===== config.mk =====
export PLATFORM = sky130hd
export DESIGN_NAME = positional_list_engine_unit
export DESIGN_NICKNAME = d
export VERILOG_FILES = /design/src/hdl/ple_pkg.sv /design/src/hdl/ple_cell.sv /design/src/hdl/ple_ctrl.sv /design/src/hdl/positional_list_engine_unit.sv
export SDC_FILE = /design/constraint.sdc
export NUM_CORES = 2
export LEC_CHECK = 0
export ABC_AREA = 1
export ABC_CLOCK_PERIOD_IN_PS = 4900
export BUFFER_PORTS_ARGS = -buffer_cell sky130_fd_sc_hd__buf_4
export CORE_MARGIN = 2
export CORE_UTILIZATION = 58
export DETAILED_ROUTE_END_ITERATION = 16
export PLACE_DENSITY = 0.87
export SETUP_SLACK_MARGIN = 0.2
export SYNTH_ARGS = -nofsm -noshare
export SYNTH_HDL_FRONTEND = slang
export SYNTH_SLANG_ARGS = --single-unit

===== constraint.sdc =====
create_clock -name i_clk -period 4.9 [get_ports i_clk]
set_input_delay 0.735 -clock i_clk [delete_from_list [all_inputs] [get_ports i_clk]]
set_output_delay 0.735 -clock i_clk [all_outputs]
set_load 0.005 [all_outputs]

===== src/hdl/ple_pkg.sv =====
// Shared types and constants of the positional list engine.
// Used by the cell, the controller, the top level and the checker.
package ple_pkg;

    localparam int DEPTH      = 16;
    localparam int DATA_WIDTH = 32;
    localparam int IDX_W      = $clog2(DEPTH);
    localparam int CNT_W      = $clog2(DEPTH + 1);
    localparam int MODE_W     = 3;
    localparam int POS_W      = 5;
    localparam int VALUE_W    = 32;
    localparam int STATUS_W   = 2;
    localparam int OCNT_W     = 5;
    localparam int CMP_W      = ((CNT_W > POS_W) ? CNT_W : POS_W) + 1;

    typedef enum logic [MODE_W-1:0] {
        MODE_INS_FIRST = 3'd0,
        MODE_INS_LAST  = 3'd1,
        MODE_INS_POS   = 3'd2,
        MODE_DEL_FIRST = 3'd3,
        MODE_DEL_LAST  = 3'd4,
        MODE_DEL_POS   = 3'd5,
        MODE_DUMP      = 3'd6
    } t_mode;

    typedef enum logic [STATUS_W-1:0] {
        ST_OK      = 2'd0,
        ST_BAD_POS = 2'd1,
        ST_FULL    = 2'd2
    } t_status;

    typedef enum logic [1:0] {
        CMD_HOLD,
        CMD_INSERT,
        CMD_DELETE,
        CMD_ROTATE
    } t_cell_kind;

    typedef struct packed {
        t_cell_kind              kind;
        logic [IDX_W-1:0]        idx;
        logic [CNT_W-1:0]        cnt;
        logic [DATA_WIDTH-1:0]   value;
    } t_cell_cmd;

    typedef enum logic {
        S_IDLE,
        S_DUMP
    } t_state;

endpackage


===== src/hdl/ple_cell.sv =====
// One slot of the list: holds an entry and shifts it to or from its neighbors.
// Depends on ple_pkg.
module ple_cell (
    input  logic                           i_clk,
    input  ple_pkg::t_cell_cmd             i_cmd,
    input  logic [ple_pkg::IDX_W-1:0]      i_index,
    input  logic [ple_pkg::DATA_WIDTH-1:0] i_prev,
    input  logic [ple_pkg::DATA_WIDTH-1:0] i_next,
    input  logic [ple_pkg::DATA_WIDTH-1:0] i_head,
    output logic [ple_pkg::DATA_WIDTH-1:0] o_data
);
    import ple_pkg::*;

    logic [DATA_WIDTH-1:0] r_data;
    logic [DATA_WIDTH-1:0] n_data;
    logic [CNT_W-1:0]      w_slot;
    logic [CNT_W-1:0]      w_slot1;

    assign w_slot  = CNT_W'(i_index);
    assign w_slot1 = w_slot + CNT_W'(1);

    always_comb begin
        n_data = r_data;
        unique case (i_cmd.kind)
            CMD_INSERT: begin
                // open a gap at idx, push the tail one slot back
                if (i_index == i_cmd.idx) begin
                    n_data = i_cmd.value;
                end else if (i_index > i_cmd.idx && w_slot <= i_cmd.cnt) begin
                    n_data = i_prev;
                end
            end
            CMD_DELETE: begin
                if (i_index >= i_cmd.idx && w_slot1 < i_cmd.cnt) begin
                    n_data = i_next;
                end
            end
            CMD_ROTATE: begin
                // walk the occupied slots toward the head, wrap the head to the tail
                if (w_slot1 < i_cmd.cnt) begin
                    n_data = i_next;
                end else if (w_slot1 == i_cmd.cnt) begin
                    n_data = i_head;
                end
            end
            default: begin
                n_data = r_data;
            end
        endcase
    end

    always_ff @(posedge i_clk) begin
        r_data <= n_data;
    end

    assign o_data = r_data;

endmodule


===== src/hdl/ple_ctrl.sv =====
// Operation decoder, element count and dump sequencer of the list engine.
// Depends on ple_pkg; drives the command bus of the cell row.
module ple_ctrl (
    input  logic                           i_clk,
    input  logic                           i_rst_n,
    input  logic                           i_start,
    input  logic [ple_pkg::MODE_W-1:0]     i_mode,
    input  logic [ple_pkg::POS_W-1:0]      i_position,
    input  logic [ple_pkg::VALUE_W-1:0]    i_value,
    input  logic [ple_pkg::DATA_WIDTH-1:0] i_head,
    output ple_pkg::t_cell_cmd             o_cmd,
    output logic                           o_busy,
    output logic                           o_strobe,
    output logic [ple_pkg::STATUS_W-1:0]   o_status,
    output logic [ple_pkg::VALUE_W-1:0]    o_entry_value,
    output logic                           o_entry_valid,
    output logic [ple_pkg::OCNT_W-1:0]     o_entry_count,
    output logic                           o_last_of_run
);
    import ple_pkg::*;

    t_state                r_state, n_state;
    logic [CNT_W-1:0]      r_count, n_count;
    logic [IDX_W-1:0]      r_dump, n_dump;
    logic                  r_strobe, n_strobe;
    t_status               r_status, n_status;
    logic [VALUE_W-1:0]    r_value, n_value;
    logic                  r_valid, n_valid;
    logic [CNT_W-1:0]      r_out_count;
    logic                  r_last, n_last;

    logic [CMP_W-1:0]      w_pos;
    logic [CMP_W-1:0]      w_cnt;
    logic                  w_full;
    logic                  w_dump_end;

    assign w_pos      = CMP_W'(i_position);
    assign w_cnt      = CMP_W'(r_count);
    assign w_full     = (r_count == CNT_W'(DEPTH));
    assign w_dump_end = ((CNT_W'(r_dump) + CNT_W'(1)) == r_count);

    always_comb begin
        n_state    = r_state;
        n_count    = r_count;
        n_dump     = r_dump;
        n_strobe   = 1'b0;
        n_status   = ST_OK;
        n_value    = '0;
        n_valid    = 1'b0;
        n_last     = 1'b0;
        o_cmd.kind  = CMD_HOLD;
        o_cmd.idx   = '0;
        o_cmd.cnt   = r_count;
        o_cmd.value = DATA_WIDTH'($unsigned(i_value));

        unique case (r_state)
            S_IDLE: begin
                if (i_start) begin
                    n_strobe = 1'b1;
                    n_last   = 1'b1;
                    case (i_mode)
                        MODE_INS_FIRST, MODE_INS_LAST: begin
                            if (w_full) begin
                                n_status = ST_FULL;
                            end else begin
                                o_cmd.kind = CMD_INSERT;
                                o_cmd.idx  = (i_mode == MODE_INS_FIRST) ? '0
                                                                       : IDX_W'(r_count);
                                n_count    = r_count + CNT_W'(1);
                            end
                        end
                        MODE_INS_POS: begin
                            if (w_pos == '0 || w_pos > w_cnt + CMP_W'(1)) begin
                                n_status = ST_BAD_POS;
                            end else if (w_full) begin
                                n_status = ST_FULL;
                            end else begin
                                o_cmd.kind = CMD_INSERT;
                                o_cmd.idx  = IDX_W'(w_pos - CMP_W'(1));
                                n_count    = r_count + CNT_W'(1);
                            end
                        end
                        MODE_DEL_FIRST, MODE_DEL_LAST: begin
                            // empty list: drop silently
                            if (r_count != '0) begin
                                o_cmd.kind = CMD_DELETE;
                                o_cmd.idx  = (i_mode == MODE_DEL_FIRST) ? '0
                                            : IDX_W'(r_count - CNT_W'(1));
                                n_count    = r_count - CNT_W'(1);
                            end
                        end
                        MODE_DEL_POS: begin
                            if (w_pos == '0 || w_pos > w_cnt) begin
                                n_status = ST_BAD_POS;
                            end else begin
                                o_cmd.kind = CMD_DELETE;
                                o_cmd.idx  = IDX_W'(w_pos - CMP_W'(1));
                                n_count    = r_count - CNT_W'(1);
                            end
                        end
                        MODE_DUMP: begin
                            // empty list dumps as one result without an entry
                            if (r_count != '0) begin
                                n_strobe = 1'b0;
                                n_last   = 1'b0;
                                n_dump   = '0;
                                n_state  = S_DUMP;
                            end
                        end
                        default: begin
                            n_status = ST_OK;
                        end
                    endcase
                end
            end
            S_DUMP: begin
                o_cmd.kind = CMD_ROTATE;
                n_strobe   = 1'b1;
                n_value    = VALUE_W'(i_head);
                n_valid    = 1'b1;
                n_last     = w_dump_end;
                n_dump     = r_dump + IDX_W'(1);
                if (w_dump_end) begin
                    n_state = S_IDLE;
                end
            end
            default: begin
                n_state = S_IDLE;
            end
        endcase
    end

    always_ff @(posedge i_clk) begin
        if (!i_rst_n) begin
            r_state  <= S_IDLE;
            r_count  <= '0;
            r_strobe <= 1'b0;
        end else begin
            r_state  <= n_state;
            r_count  <= n_count;
            r_strobe <= n_strobe;
        end
    end

    always_ff @(posedge i_clk) begin
        r_dump      <= n_dump;
        r_status    <= n_status;
        r_value     <= n_value;
        r_valid     <= n_valid;
        r_out_count <= n_count;
        r_last      <= n_last;
    end

    assign o_busy        = (r_state == S_DUMP);
    assign o_strobe      = r_strobe;
    assign o_status      = r_status;
    assign o_entry_value = r_value;
    assign o_entry_valid = r_valid;
    assign o_entry_count = OCNT_W'(r_out_count);
    assign o_last_of_run = r_last;

endmodule


===== src/hdl/positional_list_engine_unit.sv =====
// Positional list engine: an ordered list held in a row of shifting cells.
// An operation is taken when i_start is high and o_busy is low. Inserts and
// deletes shift the whole row at once, so a new operation may be
// started every cycle and its single result shows o_strobe in the next cycle.
// A dump of n entries keeps o_busy high while the row rotates one entry to the
// head per cycle; its n results arrive after the start passes the state register
// and then the result registers (one result for an empty list, in the next
// cycle). Results last one cycle each and cannot be stalled by the receiver.
// Depends on ple_pkg, ple_ctrl and ple_cell.
module positional_list_engine_unit (
    input  logic                          i_clk,
    input  logic                          i_rst_n,
    input  logic                          i_start,
    input  logic [ple_pkg::MODE_W-1:0]    i_mode,
    input  logic [ple_pkg::POS_W-1:0]     i_position,
    input  logic signed [ple_pkg::VALUE_W-1:0] i_value,
    output logic                          o_busy,
    output logic                          o_strobe,
    output logic [ple_pkg::STATUS_W-1:0]  o_status,
    output logic signed [ple_pkg::VALUE_W-1:0] o_entry_value,
    output logic                          o_entry_valid,
    output logic [ple_pkg::OCNT_W-1:0]    o_entry_count,
    output logic                          o_last_of_run
);
    import ple_pkg::*;

    t_cell_cmd             w_cmd;
    logic [DATA_WIDTH-1:0] w_data [DEPTH];
    logic [VALUE_W-1:0]    w_entry_value;

    ple_ctrl u_ctrl (
        .i_clk         (i_clk),
        .i_rst_n       (i_rst_n),
        .i_start       (i_start),
        .i_mode        (i_mode),
        .i_position    (i_position),
        .i_value       ($unsigned(i_value)),
        .i_head        (w_data[0]),
        .o_cmd         (w_cmd),
        .o_busy        (o_busy),
        .o_strobe      (o_strobe),
        .o_status      (o_status),
        .o_entry_value (w_entry_value),
        .o_entry_valid (o_entry_valid),
        .o_entry_count (o_entry_count),
        .o_last_of_run (o_last_of_run)
    );

    for (genvar g = 0; g < DEPTH; g++) begin : g_cell
        logic [DATA_WIDTH-1:0] w_prev;
        logic [DATA_WIDTH-1:0] w_next;

        if (g == 0) begin : g_first
            assign w_prev = '0;
        end else begin : g_mid
            assign w_prev = w_data[g-1];
        end
        if (g == DEPTH - 1) begin : g_tail
            assign w_next = '0;
        end else begin : g_body
            assign w_next = w_data[g+1];
        end

        ple_cell u_cell (
            .i_clk   (i_clk),
            .i_cmd   (w_cmd),
            .i_index (IDX_W'(g)),
            .i_prev  (w_prev),
            .i_next  (w_next),
            .i_head  (w_data[0]),
            .o_data  (w_data[g])
        );
    end

    assign o_entry_value = $signed(w_entry_value);

endmodule


==> reports/qor.csv <==
stage;metric;value;unit
timing;setup_viol;0;
timing;fmax;217.4;MHz
floorplanning;rows;95;
power_and_ir_drop;leakage;18.46;nW
worst_setup_path;cp-end-kind;register;
outcome;status;complete, no violations;
clock_tree;cts_buffers;60;
synthesis;synth-simple-area-share;23.86;%
synthesis;synth_xor_area_share;0.2234;%
power_and_ir_drop;power.net_switching;4.129;mW
floorplanning;ioPinCount;86;
place;dp_hpwl;91.46;mm
synthesis;ys_seq_elements;564;
power_and_ir_drop;clkPwrFrac;34.6;%
worst_setup_path;path_max_fanout;261;
timing;min_period;4.600;ns
routing;firstDrtPassIters;14;
routing;wl_per_cell;23.84;um
clock_tree;clk_path_buf_depth;3;
worst_setup_path;cp_top_family;buffers and inverters;
worst_setup_path;path_class;reg -> reg;
synthesis;ys.flop_type;edfxtp_1;
cells_and_area;final_common_cell;nand2_1;
floorplanning;start_util;58.48;%
clock_tree;htreeDepth;2;
clock_tree;clkLatencyLatePin;0.67;ns
synthesis;synth_area;39200;um^2
worst_setup_path;critPathBufInv;4;
timing;tns;0;ns
synthesis;synth_nets;5673;
power_and_ir_drop;p_sw_share;31.44;%
power_and_ir_drop;p_seq_share;46.0;%
global_route;grt_first_pass_wirelength;222.5;mm
global_route;grt_max_degree;262;
global_route;antenna_found_initial;10;
synthesis;async_reset_ff_share;0;%
min_path;hold_path_depth;3;
synthesis;synth-edff-count;516;
place;placed_cell_area;40220;um^2
floorplanning;die_w;264.0;um
timing;fin_crit_sh;93.87;%
clock_tree;cts_tree;built;
cells_and_area;most-common-layout-cells;nand2_1 (1607), inv_1 (874), edfxtp_1 (516);
worst_setup_path;max_stage_delay;0.66;ns
timing;tightestPinTransition;1.289;ns
place;finalWeightedCongestion;0.9957;
synthesis;synthTopCellsByArea;edfxtp_1 (40%), nand2_1 (15%), inv_1 (8.4%);
power_and_ir_drop;intPower;9.006;mW
timing;slew_headroom;14.05;%
place;portBuffers;85;
synthesis;synth_area_leader_cell;edfxtp_1;
power_and_ir_drop;power_density;310.9;nW/um^2
worst_setup_path;crit_slowest_cell;buf_16;
cells_and_area;postLayoutCellArea;42250;um^2
synthesis;synth_area_per_cell;6.985;um^2
synthesis;ys_types;36;
timing;finalClockSkew;0.02121;ns
synthesis;synthAdderAreaFrac;0.5745;%
global_route;grtUsageTotal;41.89;%
routing;drc;0;
routing;ant_nets;0;
cells_and_area;drive_above_1_share;7.284;%
worst_setup_path;worstPathRequired;5.38;ns
worst_setup_path;critPathArrivalTime;5.08;ns
synthesis;netlist.area_leader.share;39.53;%
min_path;hold_class;in -> reg;
synthesis;ys_warn_count;0;
clock_tree;clkSinkCount;564;
clock_tree;path_clk_slew;0.06;ns
timing;slew_violations;0;
cells_and_area;area_growth;7.762;%
global_route;first_global_vias;37102;
routing;vias;40797;
floorplanning;coreArea;67040;um^2
power_and_ir_drop;combPwrFrac;19.4;%
worst_setup_path;path_common_cell;nand2_1;
timing;rsz0062_at_grt;no;
synthesis;yosysSeqAreaShare;41.98;%
cells_and_area;fin_nets;5487;
synthesis;muxShareOfSynthArea;0;%
routing;viasPerCell;6.415;
synthesis;synth_compound_area_share;19.70;%
floorplanning;dieArea;69690;um^2
clock_tree;cts-root-buf;clkbuf_16;
power_and_ir_drop;ir_drop;286.6;uV
synthesis;syn_inst;5612;
routing;drt_iter0_drc;7911;
worst_setup_path;worstSetupStartpointType;register;
timing;hold_viol_final;0;
routing;wl;151.6;mm
worst_setup_path;r2r_cells;16;
run;max-cap-violations;0;
worst_setup_path;cp.depth;16;
cells_and_area;nFillCells;5805;
global_route;overflow;0;
worst_setup_path;worstPathCellList;clkinv_1, ha_1, nand2_1, nor2_1, nand2_1, nand3_1, nand2_1, nand2_1, o22ai_2, nand2_2, nand2_1, inv_8, buf_4, buf_16, o21ai_0, o21ai_1;
clock_tree;cts_hold_buf;0;
floorplanning;die_h;264.0;um
synthesis;synth_top_family_by_area;simple AND/OR/NAND/NOR gates;
==> cell type report <==
type                            instances  area (um^2)  share of cell area (%)
Inverter                              917         3467                   8.207
Sequential cell                       564        16460                   38.96
Clock buffer                           83         1639                   3.880
Antenna cell                            9        22.52                 0.05331
Tap cell                              873         1092                   2.586
Clock inverter                         31        231.5                  0.5479
Multi-Input combinational cell       3685        17690                   41.86
Timing Repair Buffer                  198         1647                   3.898
==> routing by layer <==
layer | part of all wire (%) | GRT usage [%]
met1 | 34 | 54.95
met2 | 41 | 60.48
met3 | 18 | 13.32
met4 | 7.6 | 25.25
met5 | 0.017 | 0
==> power by group through the flow <==
stage	clock network (mW)	registers, mW	logic [mW]
6_report	4.54	6.04	2.55
5_1_grt	4.69	6.06	2.74
4_1_cts	4.51	6.02	2.41
3_5_place_dp	0	6.12	2.39
3_3_place_gp	0	6.11	2.31
2_1_floorplan	0	6.02	1.66
==> cell usage after synthesis, types with 11 or more instances <==
master / instances
buf_1: 45
o21ai_0: 493
ha_1: 18
dfxtp_1: 48
buf_2: 129
edfxtp_1: 516
o21bai_1: 32
a21oi_1: 115
nand2_1: 1617
inv_2: 37
o31ai_1: 98
nand2_2: 11
o211ai_1: 152
o22ai_1: 272
nand3_1: 311
clkbuf_1: 260
nor3_1: 25
nor2_1: 324
inv_1: 876
o21ai_1: 164
==> sequential cells by signal, summed over array words and instances, names as in the netlist <==
signal                cells
u_ctrl.o_entry_valid      1
u_ctrl.o_entry_count      5
u_ctrl.o_strobe           1
u_ctrl.r_dump             4
u_ctrl.r_count            5
u_ctrl.o_last_of_run      1
u_ctrl.o_status           2
u_ctrl.o_entry_value     32
u_ctrl.o_busy             1
g_cell.u_cell.o_data    512
==> worst register-to-register path: stages (launching register included) <==
cell,delay [ns]
dfxtp_1,0.59
clkinv_1,0.24
ha_1,0.33
nand2_1,0.05
nor2_1,0.12
nand2_1,0.06
nand3_1,0.06
nand2_1,0.13
nand2_1,0.14
o22ai_2,0.09
nand2_2,0.14
nand2_1,0.18
inv_8,0.09
buf_4,0.60
buf_16,0.67
o21ai_0,0.65
o21ai_1,0.29
==> cells by family (layout without fill, tap and decap cells) <==
family,after synthesis,in the layout
simple gates,2325,2327
buf+inv,1365,1229
xor+xnor,10,10
flops,564,564
other cells,0,9
compound gates,1330,1330
fa+ha+maj,18,18
==> stage by stage <==
stage	util, %	power, mW	hold WS, ns	setup WS, ns	std cells
after floorplan	-	7.675	0.3659	0.2622	5612
after global placement	59.99	8.423	0.5653	0.4289	6225
after detailed placement	59.99	8.511	0.5808	0.4337	6225
after CTS	62.78	12.94	0.3225	0.3906	6339
after global routing	63.00	13.49	0.3510	0.2127	6356
final	63.02	13.14	0.3266	0.3002	6360
==> what timing repair did <==
action                     in CTS  in global routing
buffers inserted                0                 10
resized for setup               0                  9
setup endpoints to repair       0                254
==> worst paths after layout <==
check	endpoint	from	slack [ns]
max	g_cell[13].u_cell.o_data[12]$_DFFE_PP_	u_ctrl.r_count[1]$_SDFF_PN0_	0.30
min	u_ctrl.o_busy$_SDFF_PN0_	i_rst_n	0.33
max reg2reg	g_cell[13].u_cell.o_data[12]$_DFFE_PP_	u_ctrl.r_count[1]$_SDFF_PN0_	0.30
min reg2reg	g_cell[0].u_cell.o_data[31]$_DFFE_PP_	g_cell[1].u_cell.o_data[31]$_DFFE_PP_	0.59
No activity file was read; power rests on OpenSTA's default activity.
